==> src/hw/rtl/swvr_pkg.sv <==
// Shared types and codes of the value-removal stack.
package swvr_pkg;

  localparam int unsigned DataWidth  = 32;
  localparam int unsigned LevelWidth = 4;

  typedef enum logic [1:0] {
    REQ_PUSH   = 2'd0,
    REQ_POP    = 2'd1,
    REQ_REMOVE = 2'd2,
    REQ_LIST   = 2'd3
  } req_e;

  typedef enum logic [1:0] {
    STAT_OK       = 2'd0,
    STAT_FULL     = 2'd1,
    STAT_EMPTY    = 2'd2,
    STAT_NOTFOUND = 2'd3
  } status_e;

  typedef enum logic [2:0] {
    S_IDLE,
    S_EXEC,
    S_POP_WAIT,
    S_REM_SCAN,
    S_REM_DONE,
    S_LIST_RD,
    S_LIST_OUT
  } state_e;

endpackage

==> src/hw/rtl/swvr_req_if.sv <==
// Request channel: request type and operand word.
interface swvr_req_if;
  logic               valid;
  logic               ready;
  logic [1:0]         req_type;
  logic signed [31:0] value;

  modport source (output valid, output req_type, output value, input ready);
  modport sink   (input valid, input req_type, input value, output ready);
endinterface

==> src/hw/rtl/swvr_rsp_if.sv <==
// Result channel: status, data word, fill level and last marker.
interface swvr_rsp_if;
  logic               valid;
  logic               ready;
  logic [1:0]         status;
  logic signed [31:0] data;
  logic [3:0]         level;
  logic               last;

  modport source (output valid, output status, output data, output level, output last,
                  input ready);
  modport sink   (input valid, input status, input data, input level, input last,
                  output ready);
endinterface

==> src/hw/rtl/stack_with_value_removal_core.sv <==
// One request at a time: a new request is taken only in idle, once the last result is registered.
// Pop reads the top entry and then emits it; removal walks every stored entry once;
// listing reads and then emits each entry in turn, from the top down.
// The pace is set by the one-read one-write entry memory, whose read is registered.
// Reset clears the fill level and control state; entry memory stays unknown
// until written, with no clearing pass.
module stack_with_value_removal_core
  import swvr_pkg::*;
#(
  parameter int unsigned DEPTH = 8
) (
  input  logic        clk_i,
  input  logic        rst_ni,
  swvr_req_if.sink    req_i,
  swvr_rsp_if.source  rsp_o
);

  localparam int unsigned CW = $clog2(DEPTH + 1);
  localparam int unsigned AW = $clog2(DEPTH);

  state_e state_q, state_d;

  logic [CW-1:0] fill_q, fill_d;
  logic [CW-1:0] ptr_q, ptr_d;
  logic [CW-1:0] wr_q, wr_d;
  logic          rv_q, rv_d;

  req_e                  req_q;
  logic [DataWidth-1:0]  value_q;

  logic [DataWidth-1:0]  mem_q [DEPTH];
  logic [DataWidth-1:0]  rdata_q;
  logic                  mem_we, mem_re;
  logic [AW-1:0]         mem_waddr, mem_raddr;
  logic [DataWidth-1:0]  mem_wdata;

  logic                  rsp_valid_q, rsp_valid_d;
  status_e               rsp_status_q, emit_status;
  logic [DataWidth-1:0]  rsp_data_q, emit_data;
  logic [LevelWidth-1:0] rsp_level_q;
  logic                  rsp_last_q, emit_last;
  logic                  emit;
  logic [CW-1:0]         emit_level;
  logic [CW+LevelWidth-1:0] level_ext;

  logic          out_free, empty, full, rd_more;
  logic [CW-1:0] fill_m1;

  assign out_free = !rsp_valid_q || rsp_o.ready;
  assign empty    = (fill_q == '0);
  assign full     = (fill_q == CW'(DEPTH));
  assign rd_more  = (ptr_q < fill_q);
  assign fill_m1  = fill_q - 1'b1;

  assign req_i.ready = (state_q == S_IDLE);

  // Next state
  always_comb begin
    state_d = state_q;
    case (state_q)
      S_IDLE: begin
        if (req_i.valid) state_d = S_EXEC;
      end
      S_EXEC: begin
        case (req_q)
          REQ_PUSH: begin
            if (out_free) state_d = S_IDLE;
          end
          REQ_POP: begin
            if (!empty)        state_d = S_POP_WAIT;
            else if (out_free) state_d = S_IDLE;
          end
          REQ_REMOVE: begin
            if (!empty)        state_d = S_REM_SCAN;
            else if (out_free) state_d = S_IDLE;
          end
          REQ_LIST: begin
            if (!empty)        state_d = S_LIST_RD;
            else if (out_free) state_d = S_IDLE;
          end
          default: state_d = S_IDLE;
        endcase
      end
      S_POP_WAIT: begin
        if (out_free) state_d = S_IDLE;
      end
      S_REM_SCAN: begin
        if (!rd_more && !rv_q) state_d = S_REM_DONE;
      end
      S_REM_DONE: begin
        if (out_free) state_d = S_IDLE;
      end
      S_LIST_RD: begin
        state_d = S_LIST_OUT;
      end
      S_LIST_OUT: begin
        if (out_free) state_d = (ptr_q == '0) ? S_IDLE : S_LIST_RD;
      end
      default: state_d = S_IDLE;
    endcase
  end

  // Datapath and memory control
  always_comb begin
    emit        = 1'b0;
    emit_status = STAT_OK;
    emit_data   = '0;
    emit_level  = fill_q;
    emit_last   = 1'b1;
    mem_we      = 1'b0;
    mem_waddr   = fill_q[AW-1:0];
    mem_wdata   = value_q;
    mem_re      = 1'b0;
    mem_raddr   = ptr_q[AW-1:0];
    fill_d      = fill_q;
    ptr_d       = ptr_q;
    wr_d        = wr_q;
    rv_d        = 1'b0;
    case (state_q)
      S_EXEC: begin
        case (req_q)
          REQ_PUSH: begin
            if (out_free) begin
              emit = 1'b1;
              if (full) begin
                emit_status = STAT_FULL;
              end else begin
                mem_we     = 1'b1;
                fill_d     = fill_q + 1'b1;
                emit_level = fill_q + 1'b1;
              end
            end
          end
          REQ_POP: begin
            if (empty) begin
              emit        = out_free;
              emit_status = STAT_EMPTY;
            end else begin
              mem_re    = 1'b1;
              mem_raddr = fill_m1[AW-1:0];
            end
          end
          REQ_REMOVE: begin
            if (empty) begin
              emit        = out_free;
              emit_status = STAT_EMPTY;
            end else begin
              ptr_d = '0;
              wr_d  = '0;
            end
          end
          REQ_LIST: begin
            if (empty) begin
              emit        = out_free;
              emit_status = STAT_EMPTY;
            end else begin
              ptr_d = fill_m1;
            end
          end
          default: ;
        endcase
      end
      S_POP_WAIT: begin
        if (out_free) begin
          emit       = 1'b1;
          emit_data  = rdata_q;
          emit_level = fill_m1;
          fill_d     = fill_m1;
        end
      end
      S_REM_SCAN: begin
        if (rd_more) begin
          mem_re = 1'b1;
          ptr_d  = ptr_q + 1'b1;
          rv_d   = 1'b1;
        end
        // write index trails the read index, so the squeeze never overtakes a pending read
        if (rv_q && (rdata_q != value_q)) begin
          mem_we    = 1'b1;
          mem_waddr = wr_q[AW-1:0];
          mem_wdata = rdata_q;
          wr_d      = wr_q + 1'b1;
        end
      end
      S_REM_DONE: begin
        if (out_free) begin
          emit = 1'b1;
          if (wr_q == fill_q) begin
            emit_status = STAT_NOTFOUND;
          end else begin
            fill_d     = wr_q;
            emit_level = wr_q;
          end
        end
      end
      S_LIST_RD: begin
        mem_re = 1'b1;
      end
      S_LIST_OUT: begin
        if (out_free) begin
          emit      = 1'b1;
          emit_data = rdata_q;
          emit_last = (ptr_q == '0);
          if (ptr_q != '0) ptr_d = ptr_q - 1'b1;
        end
      end
      default: ;
    endcase
  end

  assign level_ext   = {{LevelWidth{1'b0}}, emit_level};
  assign rsp_valid_d = emit ? 1'b1 : (rsp_o.ready ? 1'b0 : rsp_valid_q);

  always_ff @(posedge clk_i or negedge rst_ni) begin
    if (!rst_ni) begin
      state_q     <= S_IDLE;
      fill_q      <= '0;
      ptr_q       <= '0;
      wr_q        <= '0;
      rv_q        <= 1'b0;
      rsp_valid_q <= 1'b0;
    end else begin
      state_q     <= state_d;
      fill_q      <= fill_d;
      ptr_q       <= ptr_d;
      wr_q        <= wr_d;
      rv_q        <= rv_d;
      rsp_valid_q <= rsp_valid_d;
    end
  end

  always_ff @(posedge clk_i) begin
    if (req_i.valid && req_i.ready) begin
      req_q   <= req_e'(req_i.req_type);
      value_q <= req_i.value;
    end
    if (emit) begin
      rsp_status_q <= emit_status;
      rsp_data_q   <= emit_data;
      rsp_level_q  <= level_ext[LevelWidth-1:0];
      rsp_last_q   <= emit_last;
    end
  end

  // Entry memory, one write and one registered read per cycle
  always_ff @(posedge clk_i) begin
    if (mem_we) mem_q[mem_waddr] <= mem_wdata;
    if (mem_re) rdata_q <= mem_q[mem_raddr];
  end

  assign rsp_o.valid  = rsp_valid_q;
  assign rsp_o.status = rsp_status_q;
  assign rsp_o.data   = rsp_data_q;
  assign rsp_o.level  = rsp_level_q;
  assign rsp_o.last   = rsp_last_q;

endmodule

==> src/flat_wrapper.sv <==
// flat-port wrapper written by rule: the top's interface ports become plain ports
module stack_with_value_removal_core_flat import swvr_pkg::*;
#(
  parameter int unsigned DEPTH = 8
)
  (clk_i, rst_ni, req_i_valid, req_i_req_type, req_i_value, req_i_ready, rsp_o_valid, rsp_o_status, rsp_o_data, rsp_o_level, rsp_o_last, rsp_o_ready);
  swvr_req_if req_i_i ();
  swvr_rsp_if rsp_o_i ();
  input  logic clk_i;
  input  logic rst_ni;
  input wire logic [$bits(req_i_i.valid)-1:0] req_i_valid;
  input wire logic [$bits(req_i_i.req_type)-1:0] req_i_req_type;
  input wire logic [$bits(req_i_i.value)-1:0] req_i_value;
  output wire logic [$bits(req_i_i.ready)-1:0] req_i_ready;
  output wire logic [$bits(rsp_o_i.valid)-1:0] rsp_o_valid;
  output wire logic [$bits(rsp_o_i.status)-1:0] rsp_o_status;
  output wire logic [$bits(rsp_o_i.data)-1:0] rsp_o_data;
  output wire logic [$bits(rsp_o_i.level)-1:0] rsp_o_level;
  output wire logic [$bits(rsp_o_i.last)-1:0] rsp_o_last;
  input wire logic [$bits(rsp_o_i.ready)-1:0] rsp_o_ready;
  assign req_i_i.valid = req_i_valid;
  assign req_i_i.req_type = req_i_req_type;
  assign req_i_i.value = req_i_value;
  assign req_i_ready = req_i_i.ready;
  assign rsp_o_valid = rsp_o_i.valid;
  assign rsp_o_status = rsp_o_i.status;
  assign rsp_o_data = rsp_o_i.data;
  assign rsp_o_level = rsp_o_i.level;
  assign rsp_o_last = rsp_o_i.last;
  assign rsp_o_i.ready = rsp_o_ready;
  stack_with_value_removal_core #(.DEPTH(DEPTH)) u_core (.clk_i(clk_i), .rst_ni(rst_ni), .req_i(req_i_i), .rsp_o(rsp_o_i));
endmodule
==> config.mk <==
export PLATFORM = sky130hd
export DESIGN_NAME = stack_with_value_removal_core_flat
export DESIGN_NICKNAME = d
export VERILOG_FILES = /design/src/hw/rtl/swvr_pkg.sv /design/src/hw/rtl/swvr_req_if.sv /design/src/hw/rtl/swvr_rsp_if.sv /design/src/hw/rtl/stack_with_value_removal_core.sv /design/src/flat_wrapper.sv
export SDC_FILE = /design/constraint.sdc
export NUM_CORES = 1
export LEC_CHECK = 0
export ABC_AREA = 1
export BUFFER_PORTS_ARGS = -buffer_cell sky130_fd_sc_hd__buf_2
export CAP_MARGIN = 20
export CELL_PAD_IN_SITES_DETAIL_PLACEMENT = 0
export CELL_PAD_IN_SITES_GLOBAL_PLACEMENT = 2
export CORE_MARGIN = 5
export CORE_UTILIZATION = 38
export DETAILED_ROUTE_END_ITERATION = 16
export GPL_ROUTABILITY_DRIVEN = 0
export PLACE_DENSITY = 0.75
export SLEW_MARGIN = 10
export SYNTH_ARGS = -nofsm -noshare
export SYNTH_HDL_FRONTEND = slang
export SYNTH_SLANG_ARGS = --single-unit
==> constraint.sdc <==
create_clock -name clk_i -period 3.53 [get_ports clk_i]
set_input_delay 0.353 -clock clk_i [delete_from_list [all_inputs] [get_ports clk_i]]
set_output_delay 0.353 -clock clk_i [all_outputs]
set_load 0.1 [all_outputs]
==> results of run 1 <==
[flip-flops by register name, indices dropped and copies added, names as in the netlist]
name                 cells
u_core.mem_q           256
u_core.rsp_o.level       4
u_core.wr_q              4
u_core.rsp_o.valid       1
u_core.rsp_o.last        1
u_core.rsp_o.status      2
u_core.state_q           3
u_core.fill_q            4
u_core.rdata_q          32
u_core.value_q          32
u_core.ptr_q             4
u_core.rv_q              1
u_core.rsp_o.data       32
u_core.req_q             2
[power breakdown]
| part | leakage (nW) | internal [W] | total [W] | switching [W] |
|---|---|---|---|---|
| logic | 3.59 | 0.00143 | 0.00604 | 0.00461 |
| registers | 3.51 | 0.00596 | 0.00629 | 0.000334 |
| clock network | 0.641 | 0.00245 | 0.00419 | 0.00175 |
[path summary, 6_finish.rpt]
| kind | slack [ns] | start | depth (start not counted) | endpoint |
|---|---|---|---|---|
| min | 0.21 | req_i_valid | 3 | u_core.req_q[1] |
| max | 0.33 | u_core.fill_q[0] | 10 | u_core.rdata_q[28] |
| max reg2reg | 0.33 | u_core.fill_q[0] | 10 | u_core.rdata_q[28] |
| min in group asynchronous | 0.28 | rst_ni | 2 | u_core.fill_q[0] |
| min reg2reg | 0.60 | u_core.ptr_q[3] | 2 | u_core.ptr_q[3] |
| max in group asynchronous | 2.93 | rst_ni | 2 | u_core.state_q[1] |
[critical path, cell delays in order (launching register included)]
cell and delay (ns):
dfrtp_1 0.63, inv_1 0.29, ha_1 0.33, nand3_2 0.15
nand4_4 0.23, o21ai_4 0.22, buf_4 0.64, o211ai_1 0.19
nand2_1 0.12, nand2_1 0.05, nand2_1 0.15
[per-stage QoR]
stage	worst slack, ns	hold slack, ns
after floorplan	0.1191	0.05741
after global placement	0.2800	0.3393
after detailed placement	0.3208	0.3350
after CTS	0.3085	0.1867
after global routing	0.1170	0.2083
final	0.3270	0.2134
[final cells by class]
class / instances / share of cell area [%]
timing repair buffer: 149 / 6.282
clock buffer: 54 / 5.958
tap: 539 / 3.498
clock inverter: 22 / 0.8761
inverter: 204 / 3.972
sequential: 378 / 58.43
multi-input combinational: 795 / 20.98
[kinds of logic after synthesis]
group	synth area share (%)
buffers and inverters	6.760
adders and majority gates	0.7366
DFF	69.09
and+or+nand+nor	13.58
AOI/OAI and AO/OA	8.387
xor gates and xnor gates	1.450
[repair_timing]
action | in CTS | in global routing
gates resized for setup | 0 | 0
hold endpoints to repair | 51 | 0
hold buffers | 35 | 0
buffers inserted | 0 | 0
[per-layer routing]
metal	global-route usage, %	share of wire, %	vias up	wire [µm]
met1	22.73	47	4962	18200
met3	2.988	3.5	67	1365
li1	-	-	5160	-
met5	0	0	-	0
met2	27.61	47	171	18370
met4	4.887	2.6	0	1012
[cells in the final DEF (no fill, tap or decap), drive strengths merged, types with 4 or more instances in the layout]
cell type    Yosys  final
nand2          450    450
edfxtp         361    361
inv            203    204
o211ai         129    129
buf             43    114
nor2            66     66
clkbuf          19     54
o21ai           53     53
dlygate4sd3      0     35
xnor2           23     23
nand3           22     22
clkinv           1     18
dfrtp           17     17
nand4           13     13
a21oi            8      8
ha               8      8
o22ai            5      5
xor2             4      4
==> impl_metrics.tcl, run 1 <==
set metrics [dict create \
    rows 75 \
    cts_buffer_depth 3 \
    netlist_instances 1439 \
    synth_seq_cells 378 \
    ir_drop_v 0.0004723 \
    port_buffers 78 \
    synthesis.area_um2 16310 \
    antenna_found_initial 0 \
    antenna_cells 0 \
    slew_viol_final 0 \
    status "finished, final reports clean" \
    synthTopCellsByArea "edfxtp_1 66%, nand2_1 10%, o211ai_1 5.9%, inv_1 4.6%, dfrtp_1 2.6%" \
    rsz0062_at_grt "no" \
    detail_route.wl_per_cell_um 18.19 \
    die_h_um 217.2 \
    die_x_um 217.2 \
    cp.arrival_ns 3.61 \
    pin_count 79 \
    grt_start_max_net_pins 97 \
    fill_cells 3883 \
    grt_overflow 0 \
    postRouteAntennaNets 0 \
    end_kind "flip-flop" \
    hp-class "input pin to flip-flop" \
    fin_crit_ns 3.203 \
    postLayoutCellArea_um2 19280 \
    worst_slew_pin_slew_ns 1.049 \
    viasPerCell 4.839 \
    die_area_um2 47160 \
    dp.final_hpwl_mm 23.09 \
    grt_pass1_vias 10391 \
    cts_tree "done" \
    multi_input_area_um2 4045 \
    dpl_cell_area_um2 17610 \
    fin_worst_skew_ns 0.01719 \
    syn-num-nets 1486 \
    cts_sinks 378 \
    vias 10360 \
    placedCellCount 2030 \
    synth_top_area_share_pct 66.48 \
    clk_latency_ns 0.57 \
    drt_iter0_markers 700 \
    root_buffer "clkbuf_16" \
    drv_cap 0 \
    drive_gt1_share_pct 12.42 \
    fin_crit_sh_pct 90.74 \
    cts.htree.levels 2 \
    clkSlewWorstSetupHoldPaths_ns 0.06 \
    async_flop_share_pct 4.497 \
    setup_viol_count_final 0 \
    final_cells 2141 \
    crit_fanout 64 \
    fin_tns_setup_ns 0 \
    hold_viol_final 0 \
    start_util_pct 38.62 \
    required_ns 3.93 \
    numCtsBuffers 43 \
    slew_headroom_pct 29.34 \
    coreArea_um2 42230 \
    yosys.area.top_type "edfxtp_1" \
    p_leak_nw 7.739 \
    fmax_ghz 0.3122 \
    powerDensity_nw_per_um2 857.2 \
    yosysSeqAreaShare_pct 69.09 \
    syn_area_per_cell_um2 11.33 \
    synth_flop_cell "edfxtp_1" \
    drcViolationCount 0 \
    yosysWarnings 0 \
    seq_area_um2 11270 \
    path_class "flip-flop to flip-flop" \
    power_w 0.01653 \
    yosysUniqueCellTypes 36 \
    utilization_pct 45.66 \
    synth_most_common_cell "nand2_1" \
    startpoint_type "flip-flop" \
    area_delta_synth_final_pct 18.23 \
    fin_nets 1618 \
    synth_common_cells "449 x nand2_1, 361 x edfxtp_1, 198 x inv_1" \
    grt_pass1_wl_mm 60.61 \
    wirelength_mm 38.94 \
    synth-edff-count 361 \
    firstDrtPassIters 4 \
    track_usage_pct 16.69 \
]
(Power assumes the default switching activity.)
==> inputs of run 2 (changes only) <==
--- a/config.mk
+++ b/config.mk
@@ -5,16 +5,15 @@
 export SDC_FILE = /design/constraint.sdc
 export NUM_CORES = 1
 export LEC_CHECK = 0
-export ABC_AREA = 1
 export BUFFER_PORTS_ARGS = -buffer_cell sky130_fd_sc_hd__buf_2
 export CAP_MARGIN = 20
 export CELL_PAD_IN_SITES_DETAIL_PLACEMENT = 0
 export CELL_PAD_IN_SITES_GLOBAL_PLACEMENT = 2
 export CORE_MARGIN = 5
-export CORE_UTILIZATION = 38
+export CORE_UTILIZATION = 41
 export DETAILED_ROUTE_END_ITERATION = 16
 export GPL_ROUTABILITY_DRIVEN = 0
-export PLACE_DENSITY = 0.75
+export PLACE_DENSITY = 0.74
 export SLEW_MARGIN = 10
 export SYNTH_ARGS = -nofsm -noshare
 export SYNTH_HDL_FRONTEND = slang
==> impl_metrics.tcl, run 2 <==
set metrics [dict create \
    area_delta_synth_final_pct 17.65 \
    yosys.area.top_type "edfxtp_1" \
    largest_reg_flops 256 \
    worst_slack_ns 0.3362 \
    hold_viol_final 0 \
    synth_flop_cell "edfxtp_1" \
    utilization_pct 48.43 \
    hold_buffers 35 \
    vias 9388 \
    drv_cap 0 \
    multi_input_area_um2 4628 \
    synth_seq_cells 378 \
    dp.final_hpwl_mm 24.06 \
    reg2reg_depth 8 \
    drcViolationCount 0 \
    setup_viol_count_final 0 \
    yosysSeqAreaShare_pct 69.20 \
    port_buffers 78 \
    yosysUniqueCellTypes 73 \
    die_x_um 209.3 \
    fin_nets 1199 \
    pin_count 79 \
    preCtsSetupSlack_ns 0.3173 \
    powerDensity_nw_per_um2 873.4 \
    end_kind "flip-flop" \
    required_ns 3.85 \
    track_usage_pct 18.39 \
    async_flop_share_pct 4.497 \
    cts_buffer_depth 3 \
    synth_top_area_share_pct 66.58 \
    fin_worst_skew_ns 0.01208 \
    reg2reg_slack_ns 0.34 \
    seq_area_um2 11270 \
    netlist_instances 1019 \
    root_buffer "clkbuf_16" \
    yosysWarnings 0 \
    crit_end "u_core.rdata_q[27]" \
    ctsResizeCount 0 \
    status "finished, final reports clean" \
    detail_route.wl_per_cell_um 23.72 \
    p_leak_nw 6.538 \
    fin_tns_setup_ns 0 \
    postRouteAntennaNets 0 \
    synthTopCellsByArea "edfxtp_1 67%, and3_1 3.8%, a211oi_1 3.2%, a2111oi_2 2.8%, dfrtp_1 2.6%" \
    coreArea_um2 39550 \
    rsz0062_at_grt "no" \
    path_class "flip-flop to flip-flop" \
    worst_slew_pin_slew_ns 0.7849 \
    final_cell_mix "361 x edfxtp_1, 100 x and3_1, 78 x buf_2" \
    viasPerCell 5.487 \
    synthesis.area_um2 16280 \
    slew_headroom_pct 47.19 \
    slew_viol_final 0 \
    firstDrtPassIters 5 \
    top_register "u_core.mem_q" \
    grt_start_max_net_pins 40 \
    rows 73 \
    wirelength_mm 40.59 \
    drive_gt1_share_pct 25.91 \
    cts_sinks 378 \
    syn-num-nets 1066 \
    synth_most_common_cell "edfxtp_1" \
    mostFrequentLayoutCell "edfxtp_1" \
    die_h_um 209.3 \
    cts_tree "done" \
    fin_crit_sh_pct 90.48 \
    cp.arrival_ns 3.52 \
    hp-class "input pin to asynchronous set/reset pin" \
    grt_pass1_wl_mm 61.17 \
    crit_start "u_core.fill_q[1]" \
    startpoint_type "flip-flop" \
    fmax_ghz 0.3131 \
    start_util_pct 41.17 \
    postCtsSetupBuffers 0 \
    synth-edff-count 361 \
    crit_fanout 35 \
    synth_common_cells "361 x edfxtp_1, 100 x and3_1, 70 x a211oi_1" \
    rr_endpoint "u_core.rdata_q[27]" \
    clkSlewWorstSetupHoldPaths_ns 0.06 \
    antenna_found_initial 0 \
    fin_crit_ns 3.194 \
    power_w 0.01673 \
    cts.htree.levels 2 \
    fill_cells 3361 \
    die_area_um2 43790 \
    drt_iter0_markers 657 \
    syn_area_per_cell_um2 15.98 \
    numCtsBuffers 42 \
    grt_pass1_vias 9604 \
    clk_latency_ns 0.56 \
    r2r_start "u_core.fill_q[1]" \
    ir_drop_v 0.0004452 \
    grt_overflow 0 \
]
==> run 2: cell types whose count changed in the layout (fill, tap and decap cells not counted), sizes merged, moves of 35 or more <==
cell / change
mux2i: +35
mux2: +36
o211ai: -126
and3: +101
a211oi: +100
nor2: -48
nand2: -431
inv: -188
o21ai: -37
==> run 2: power by group <==
| group | internal, W | total [W] | switching [W] |
|---|---|---|---|
| combinational | 0.00184 | 0.00626 | 0.00441 |
| clock | 0.00239 | 0.00416 | 0.00177 |
| sequential | 0.00592 | 0.00631 | 0.000390 |
==> run 2: area by class of cell <==
| cell class | instances | share of cell area (%) |
|---|---|---|
| Antenna cell | 1 | 0.01307 |
| Clock buffer | 53 | 5.814 |
| Timing Repair Buffer | 159 | 6.519 |
| Tap cell | 525 | 3.430 |
| Multi-Input combinational cell | 557 | 24.16 |
| Sequential cell | 378 | 58.82 |
| Clock inverter | 24 | 0.9668 |
| Inverter | 14 | 0.2744 |
==> run 2: how the worst min path moves through the flow <==
stage            from                 end  slack [ns]  cells after the start
3_5_place_dp   rst_ni    u_core.fill_q[0]        0.34                      1
3_3_place_gp   rst_ni    u_core.fill_q[0]        0.33                      1
5_1_grt        rst_ni    u_core.fill_q[3]        0.31                      2
4_1_cts        rst_ni  u_core.rsp_o.valid        0.27                      2
6_report       rst_ni      u_core.wr_q[3]        0.28                      2
2_1_floorplan  rst_ni    u_core.fill_q[0]        0.06                      0
==> run 2: routing by layer <==
metal	GRT usage, %	share of wire (%)	up-vias	wire length, µm
met5	0	0	-	0
met4	4.298	1.6	0	655
met3	3.528	4.8	55	1962
met2	29.99	48	223	19460
met1	25.79	46	4765	18510
li1	-	-	4345	-
==> run 2: worst max-delay path: stages (launching register included) <==
cell       delay, ns
dfrtp_1         0.50
inv_1           0.20
ha_1            0.25
or3b_4          0.51
a31o_4          0.35
nand2_8         0.30
buf_4           0.27
mux2i_1         0.11
a2111oi_2       0.46
==> run 2: cells by family (layout without fill, tap and decap cells) <==
logic type | Yosys count | after routing | share of synthesized area, %
AOI/OAI and AO/OA | 205 | 205 | 11.77
xor gates and xnor gates | 40 | 40 | 2.152
adders and majority gates | 9 | 9 | 0.7378
buffers and inverters | 84 | 250 | 2.905
DFF | 378 | 378 | 69.20
muxes | 71 | 71 | 4.642
other | 0 | 1 | 0
and+or+nand+nor | 232 | 232 | 8.600
==> run 2: metrics by stage <==
| step | area [µm²] | hold WS, ns | cells |
|---|---|---|---|
| after global routing | 19150 | 0.3142 | 1710 |
| after detailed placement | 17500 | 0.3351 | 1598 |
| after floorplan | 16290 | 0.05741 | 1019 |
| final | 19150 | 0.2770 | 1711 |
| after CTS | 19150 | 0.2737 | 1710 |
| after global placement | 17500 | 0.3347 | 1598 |
==> inputs of run 3 (changes only) <==
--- a/config.mk
+++ b/config.mk
@@ -6,14 +6,13 @@
 export NUM_CORES = 1
 export LEC_CHECK = 0
 export BUFFER_PORTS_ARGS = -buffer_cell sky130_fd_sc_hd__buf_2
-export CAP_MARGIN = 20
 export CELL_PAD_IN_SITES_DETAIL_PLACEMENT = 0
 export CELL_PAD_IN_SITES_GLOBAL_PLACEMENT = 2
 export CORE_MARGIN = 5
-export CORE_UTILIZATION = 41
+export CORE_UTILIZATION = 30
 export DETAILED_ROUTE_END_ITERATION = 16
 export GPL_ROUTABILITY_DRIVEN = 0
-export PLACE_DENSITY = 0.74
+export PLACE_DENSITY_LB_ADDON = 0.1
 export SLEW_MARGIN = 10
 export SYNTH_ARGS = -nofsm -noshare
 export SYNTH_HDL_FRONTEND = slang
==> impl_metrics.tcl, run 3 (synthesized netlist as in run 2, its figures left out) <==
set metrics [dict create \
    crit_fanout 26 \
    cp_top_family "compound AO/OA/AOI/OAI gates" \
    fin_worst_skew_ns 0.01439 \
    top_register "u_core.mem_q" \
    reg2reg_slack_ns 0.32 \
    hold_viol_final 0 \
    track_usage_pct 15.62 \
    rr_endpoint "u_core.rdata_q[16]" \
    required_ns 3.86 \
    antenna_found_initial 0 \
    cp.arrival_ns 3.54 \
    viasPerCell 4.985 \
    utilization_pct 36.22 \
    clk_latency_ns 0.57 \
    r2r_start "u_core.fill_q[1]" \
    setup_viol_count_final 0 \
    combinationalPowerShare_pct 37.3 \
    slew_viol_final 0 \
    grt_pass1_wl_mm 68.61 \
    switching_share_pct 39.55 \
    cts.htree.levels 2 \
    antenna_cells 0 \
    hold_start "rsp_o_ready" \
    reg2reg_depth 8 \
    met1_length_mm 21.83 \
    drt_iter0_markers 569 \
    grt_start_max_net_pins 51 \
    fmax_ghz 0.3118 \
    worst_path_max_delay_cell "dfrtp_1" \
    die_h_um 243.0 \
    grt_overflow 0 \
    highest_layer "met4" \
    hp-class "input pin to flip-flop" \
    wirelength_mm 46.60 \
    mostFrequentLayoutCell "edfxtp_1" \
    die_area_um2 59030 \
    cts_buffer_depth 3 \
    postCtsSetupBuffers 0 \
    largest_reg_flops 256 \
    cts_sinks 378 \
    slowest_delay_ns 0.51 \
    start_util_pct 30.25 \
    drive_gt1_share_pct 25.66 \
    fin_nets 1197 \
    coreArea_um2 53810 \
    critical_path_buf_inv_count 2 \
    path_class "flip-flop to flip-flop" \
    preCtsSetupSlack_ns 0.2945 \
    rsz0062_at_grt "no" \
    cts_tree "done" \
    clkSlewWorstSetupHoldPaths_ns 0.06 \
    wl_met2_mm 22.27 \
    worst_slew_pin_slew_ns 0.8415 \
    drv_cap 0 \
    postRouteAntennaNets 0 \
    detail_route.wl_per_cell_um 24.83 \
    worst_slack_ns 0.3231 \
    final_cell_mix "361 x edfxtp_1, 100 x and3_1, 78 x buf_2" \
    fin_crit_sh_pct 90.85 \
    p_int_w 0.01038 \
    grt_pass1_vias 9786 \
    p_switching_w 0.006787 \
    wl_met3_mm 1.596 \
    vias 9357 \
    area_delta_synth_final_pct 19.74 \
    fin_crit_ns 3.207 \
    die_x_um 243.0 \
    firstDrtPassIters 4 \
    p_leak_nw 6.583 \
    port_buffers 78 \
    ir_drop_v 0.0004189 \
    drcViolationCount 0 \
    hold_depth 4 \
    rows 85 \
    pin_count 79 \
    dp.final_hpwl_mm 26.82 \
    seqPwrFrac_pct 36.9 \
    numCtsBuffers 43 \
    path_cells "inv_1, ha_1, or3b_4, a31o_4, nand2_8, buf_12, mux2i_1, a2111oi_2" \
    holdPathEnd "u_core.rsp_o.valid" \
    status "finished, final reports clean" \
    powerDensity_nw_per_um2 880.5 \
    slew_headroom_pct 43.84 \
    fin_tns_setup_ns 0 \
    startpoint_type "flip-flop" \
    root_buffer "clkbuf_16" \
    end_kind "flip-flop" \
    p_clk_share_pct 25.7 \
]
-- run 3: metrics by stage --
step | instances | cell area (µm²) | total power, W | hold slack (ns)
global placement | 1766 | 17770 | 0.01301 | 0.3744
detailed placement | 1766 | 17770 | 0.01298 | 0.3657
finish | 1877 | 19490 | 0.01716 | 0.2769
CTS | 1877 | 19490 | 0.01751 | 0.2454
global route | 1877 | 19490 | 0.01805 | 0.3058
floorplan | 1019 | 16290 | 0.01099 | 0.05741
-- run 3: worst max-delay path by stage --
stage                                 from                 end  slack (ns)  cells after the start
after floorplan           u_core.fill_q[1]   u_core.rdata_q[0]        0.03                      7
after global placement    u_core.fill_q[1]  u_core.rdata_q[24]        0.37                      8
after detailed placement  u_core.fill_q[1]  u_core.rdata_q[16]        0.29                      8
after CTS                 u_core.fill_q[1]  u_core.rdata_q[16]        0.28                      8
after global routing      u_core.fill_q[1]  u_core.rdata_q[16]        0.09                      8
final                     u_core.fill_q[1]  u_core.rdata_q[16]        0.32                      8
-- run 3: worst reg2reg max path, cell delays in order, from the launching register on --
cell	delay (ns)
dfrtp_1	0.51
inv_1	0.21
ha_1	0.27
or3b_4	0.51
a31o_4	0.36
nand2_8	0.30
buf_12	0.24
mux2i_1	0.13
a2111oi_2	0.45
-- run 3: routing by layer --
layer / up-vias / GRT usage [%]
met5: - / 0
met4: 0 / 3.939
met3: 56 / 2.178
met2: 176 / 25.70
met1: 4777 / 21.95
li1: 4348 / -
-- run 3: power by group through the flow --
stage                     logic, W  clock network (W)  registers, W
after detailed placement   0.00654                  0       0.00644
after floorplan            0.00326                  0       0.00773
after global placement     0.00655                  0       0.00646
final                      0.00641            0.00441       0.00634
after CTS                  0.00659            0.00456       0.00635
after global routing       0.00690            0.00474       0.00641
-- run 3: layout make-up --
type / instances / area (µm²)
multi-input cells: 557 / 4628
clock inverters: 25 / 226.5
clock buffers: 51 / 1149
well taps: 696 / 870.8
repair buffers: 156 / 1301
inverters: 14 / 52.55
flip-flops and latches: 378 / 11270
fillers: 5119 / 34320
-- run 3: timing repair --
action	CTS	global route
hold endpoints to repair	51	0
hold buffers	35	0
resized for setup	0	0
